### config.mk
export PLATFORM = sky130hd
export DESIGN_NAME = rkc_ctrl
export DESIGN_NICKNAME = d
export VERILOG_FILES = /design/src/design/rkc_pkg.sv /design/src/design/rkc_ctrl.sv
export VERILOG_INCLUDE_DIRS = /design/src /design/src/design
export SDC_FILE = /design/constraint.sdc
export NUM_CORES = 1
export LEC_CHECK = 0
export ABC_CLOCK_PERIOD_IN_PS = 2220
export BUFFER_PORTS_ARGS = -buffer_cell sky130_fd_sc_hd__buf_4
export CORE_AREA = 2 2 39 41
export DETAILED_ROUTE_END_ITERATION = 10
export DIE_AREA = 0 0 41 43
export SLEW_MARGIN = 10
export SYNTH_ARGS = -nofsm -noshare
export SYNTH_HDL_FRONTEND = slang
export SYNTH_SLANG_ARGS = --single-unit
export TNS_END_PERCENT = 50
### constraint.sdc
create_clock -name clk_i -period 2.22 [get_ports clk_i]
set_input_delay 0 -clock clk_i [delete_from_list [all_inputs] [get_ports clk_i]]
set_output_delay 0 -clock clk_i [all_outputs]
set_load 0.01 [all_outputs]
### src/design/rgb_kernel_convolution_core_defines.svh
// Assertion macros used by the convolution core controller.
`ifndef RGB_KERNEL_CONVOLUTION_CORE_DEFINES_SVH
`define RGB_KERNEL_CONVOLUTION_CORE_DEFINES_SVH

// Property checked on every clock edge out of reset.
`define RKC_ASSERT(lbl, prop, msg) \
  lbl: assert property (@(posedge clk_i) disable iff (!rst_ni) prop) else $error(msg);

// Condition in one cycle implies a condition in the next.
`define RKC_ASSERT_NEXT(lbl, cond, nxt, msg) \
  lbl: assert property (@(posedge clk_i) disable iff (!rst_ni) (cond) |=> (nxt)) else $error(msg);

`endif

### src/design/rkc_pkg.sv
// Shared types and constants of the RGB kernel convolution core.
package rkc_pkg;

  localparam int unsigned CH_N       = 3;
  localparam int unsigned PIX_W      = 8;
  localparam int unsigned ROW_N      = 5;
  localparam int unsigned CFG_IDX_W  = 3;
  localparam int unsigned CFG_DATA_W = 40;
  localparam int unsigned IMG_W_W    = 12;
  localparam int unsigned IMG_H_W    = 16;

  localparam int PIX_BIAS = 128;
  localparam int PIX_MAX  = 255;

  localparam logic OP_PIXEL = 1'b0;
  localparam logic OP_DRAIN = 1'b1;

  typedef enum logic [CFG_IDX_W-1:0] {
    CFG_WIDTH  = 3'd0,
    CFG_HEIGHT = 3'd1,
    CFG_ROW0   = 3'd2,
    CFG_ROW1   = 3'd3,
    CFG_ROW2   = 3'd4,
    CFG_ROW3   = 3'd5,
    CFG_ROW4   = 3'd6
  } cfg_idx_e;

  typedef struct packed {
    logic accept;
    logic start_emit;
    logic rd_border;
    logic tap_issue;
    logic div_init;
    logic div_step;
    logic load_out;
  } rkc_cmd_t;

  typedef struct packed {
    logic drain;
    logic frame_done;
    logic emit_ok;
    logic border;
    logic last_tap;
    logic tot_zero;
    logic div_done;
  } rkc_sts_t;

endpackage

### src/design/rkc_ctrl.sv
// Sequencer of the convolution core: handshakes and per-pixel step order.
`include "rgb_kernel_convolution_core_defines.svh"

module rkc_ctrl import rkc_pkg::*; (
  input  logic     clk_i,
  input  logic     rst_ni,
  input  logic     in_valid_i,
  output logic     in_ready_o,
  output logic     out_valid_o,
  input  logic     out_ready_i,
  input  rkc_sts_t sts_i,
  output rkc_cmd_t cmd_o
);

  typedef enum logic [2:0] {
    ST_IDLE, ST_EMIT, ST_TAPS, ST_TLAST, ST_DINIT, ST_DIV, ST_FIN
  } state_e;

  state_e state_q, state_d;
  logic   out_valid_q;

  always_comb begin
    state_d    = state_q;
    cmd_o      = '0;
    in_ready_o = (state_q == ST_IDLE);
    unique case (state_q)
      ST_IDLE: begin
        if (in_valid_i) begin
          cmd_o.accept = 1'b1;
          if (sts_i.drain) begin
            state_d = sts_i.frame_done ? ST_EMIT : ST_IDLE;
          end else begin
            state_d = sts_i.emit_ok ? ST_EMIT : ST_IDLE;
          end
        end
      end
      ST_EMIT: begin
        cmd_o.start_emit = 1'b1;
        if (sts_i.border) begin
          cmd_o.rd_border = 1'b1;
          state_d = ST_FIN;
        end else begin
          state_d = ST_TAPS;
        end
      end
      ST_TAPS: begin
        cmd_o.tap_issue = 1'b1;
        if (sts_i.last_tap) state_d = ST_TLAST;
      end
      ST_TLAST: state_d = ST_DINIT;
      ST_DINIT: begin
        if (sts_i.tot_zero) begin
          state_d = ST_FIN;
        end else begin
          cmd_o.div_init = 1'b1;
          state_d = ST_DIV;
        end
      end
      ST_DIV: begin
        cmd_o.div_step = 1'b1;
        if (sts_i.div_done) state_d = ST_FIN;
      end
      ST_FIN: begin
        if (!out_valid_q || out_ready_i) begin
          cmd_o.load_out = 1'b1;
          state_d = ST_IDLE;
        end
      end
      default: state_d = ST_IDLE;
    endcase
  end

  always_ff @(posedge clk_i or negedge rst_ni) begin
    if (!rst_ni) begin
      state_q     <= ST_IDLE;
      out_valid_q <= 1'b0;
    end else begin
      state_q <= state_d;
      if (cmd_o.load_out) begin
        out_valid_q <= 1'b1;
      end else if (out_ready_i) begin
        out_valid_q <= 1'b0;
      end
    end
  end

  assign out_valid_o = out_valid_q;

  `RKC_ASSERT(a_no_overwrite, cmd_o.load_out |-> (!out_valid_q || out_ready_i), "result overwritten")
  `RKC_ASSERT_NEXT(a_idle_drain, cmd_o.accept && sts_i.drain && !sts_i.frame_done, state_q == ST_IDLE, "idle drain emitted")
  `RKC_ASSERT(a_div_nonzero, (state_q == ST_DIV) |-> !sts_i.tot_zero, "divide by zero total")
  `RKC_ASSERT(a_valid_from_fin, $rose(out_valid_q) |-> $past(state_q == ST_FIN), "result outside finish")

endmodule

==> impl_metrics.csv <==
group,metric,value,unit
outcome,status,"complete, no violations",
global_routing,grt_pass1_vias,296,
synthesis,synth_fp_nets,42,
clock_tree,cts.path.max_buffers,2,
critical_path,critPathKind,"reg2out",
placed_design,place_inst,63,
global_routing,grt_util_all_layers,9.95,%
synthesis,yosysWarnings,0,
clock_tree,clk_latency,230,ps
cells_and_area,antenna_cells,0,
floorplanning,io_pins,20,
global_routing,grt_max_degree,13,
critical_path,startpoint,"state_q[2]",
sta,relSlewSlack,75.3,%
floorplanning,core,0.00138,sq mm
route,vias_per_cell,4.47,
sta,finalClockSkew,2.05,ps
route,ant_nets,0,
sta,timing.fmax,751,MHz
power,leakage,0.248,nW
global_routing,grt_overflow,0,
cells_and_area,fin_area,488,sq um
critical_path,required,2220,ps
clock_tree,clock-root-buffer,"clkbuf_4",
floorplanning,die_h,43,microns
sta,rsz0062_at_grt,"no",
synthesis,syn_area,310,sq um
floorplanning,num_rows,14,
placed_design,portBuffers,19,
clock_tree,tritoncts,"done",
synthesis,synth_cells,31,
power,ir_worst_vdd,577,uV
cells_and_area,drive_gt1_share,50.0,%
synthesis,synth_seq_cells,4,
critical_path,critPathCapture,"cmd_o[6]",
cells_and_area,fin_nets,65,
critical_path,end_kind,"output port",
critical_path,cp_max_fo,11,
route,wirelength,689,microns
min_path,hp-start,"in_valid_i",
min_path,hp-class,"in2reg",
sta,period_needed,1330,ps
synthesis,ys_types,22,
synthesis,synth.top_cell.area_share,32.3,%
critical_path,cp.arrival,1330,ps
placed_design,hpwl,530,microns
synthesis,syn_area_per_cell,10.0,sq um
cells_and_area,fin_cells,68,
sta,period_share,60.0,%
sta,setup_viol,0,
sta,fin_hold_ws,25.5,ps
cells_and_area,nFillCells,148,
synthesis,yosysSeqAreaShare,32.3,%
placed_design,place.gp.congestion,0.653,
sta,drv_slew,0,
placed_design,place_area,445,sq um
global_routing,antenna_found_initial,0,
power,power.density,1110,mW/mm^2
sta,tns,0,ps
route,drt_first_pass_iters,2,
critical_path,reg2regPathDepth,3,
clock_tree,clkSinkCount,4,
clock_tree,htreeDepth,1,
critical_path,timing.rr.end,"state_q[0]",
critical_path,critPathLaunchType,"flop",
critical_path,reg2reg_from,"state_q[2]",
route,wl_per_cell,10.1,microns
route,vias,304,
floorplanning,dieArea,0.00176,sq mm
route,drt_iter0_drc,3,
global_routing,grt_pass1_wl,1.14,mm
clock_tree,path_clk_slew,40,ps
route,drcViolationCount,0,
clock_tree,cts_setup_buffers,0,
sta,worst_pin_slew,371,ps
synthesis,yosys.area.top_type,"dfrtp_1",
floorplanning,initial_utilization,22.4,%
cells_and_area,syn_to_final_growth,57.3,%
sta,hold_viol,0,
critical_path,regToRegSetupSlack,1100,ps
floorplanning,die_x,41,microns
power,design_power_total,544,uW
clock_tree,cts_made_buffers,3,
flow_run,max_cap_viol_count,0,
synthesis,synthTopCellsByArea,"dfrtp_1 32%, nor3b_2 8.1%, buf_6 7.3%",
==> synth_stat cells <==
cell / count
a22o_1: 1
nand2_1: 2
mux2i_1: 1
a21o_1: 1
inv_1: 1
nand2b_1: 1
a221oi_2: 1
nor4b_1: 1
a32oi_1: 1
and2_1: 2
mux2_1: 1
nor2_1: 1
buf_6: 2
nor3_1: 1
nor3b_2: 2
buf_2: 1
dfrtp_1: 4
a211oi_1: 1
o21ai_0: 2
nor2b_1: 1
nand3b_1: 2
and3b_2: 1
==> sequential cells by signal (all words and copies together) (netlist names) <==
name	flops
state_q	3
out_valid_o	1
==> cell type report <==
cell class              count  area [sq um]  share of cell area (%)
clock buffers               3          22.5                    4.62
inverters                   1          3.75                   0.769
multi-input cells          23           179                    36.7
flip-flops and latches      4           100                    20.5
well taps                  16          20.0                    4.10
repair buffers             21           163                    33.3
==> metrics by stage <==
| step | setup WS, ps | utilization (%) |
|---|---|---|
| 2_1_floorplan | 1150 | - |
| 3_3_place_gp | 1130 | 32.2 |
| 3_5_place_dp | 1100 | 32.2 |
| 4_1_cts | 860 | 35.3 |
| 5_1_grt | 768 | 35.3 |
| 6_report | 888 | 35.3 |
==> logic make-up after synthesis <==
logic type             share of synthesized area [%]
AO/OA/AOI/OAI                                   18.5
buffers and inverters                           10.1
flip-flops                                      32.3
multiplexers                                    6.85
AND/OR/NAND/NOR                                 32.3
==> cell usage in the layout, fill, tap and decap left out, types with 2 or more instances in the layout <==
cell and instances:
buf_4 19, dfrtp_1 4, clkbuf_4 3, nor3b_2 2, and2_1 2, nand3b_1 2, nand2_1 2, o21ai_0 2
dlygate4sd3_1 2
==> critical path, cell delays in order, from the launching register on <==
cell,delay (ps)
dfrtp_1,500
nor3_1,330
and2_1,170
buf_4,110
==> timing repair <==
item / CTS / global route
hold buffers: 2 / 0
resized for setup: 0 / 0
hold endpoints to repair: 5 / 0
==> routing by layer <==
metal	track usage [%]	routed length [microns]
met1	11.9	303
met2	12.8	307
met3	6.28	64
met4	6.00	13
met5	0	0
==> worst min path at each step <==
stage	endpoint	slack (ps)	depth (start not counted)
floorplan	out_valid_o	-300	0
global placement	state_q[1]	-200	1
detailed placement	state_q[1]	-200	1
CTS	state_q[0]	20	3
global route	state_q[0]	20	3
finish	state_q[0]	30	3
==> where the power goes <==
part           switching, mW  internal (mW)  leakage (nW)
Clock                 0.0266         0.0603        0.0138
Sequential            0.0799          0.107        0.0506
Combinational          0.107          0.163         0.183
Total                  0.214          0.330         0.248
No activity file was read; power rests on OpenSTA's default activity.
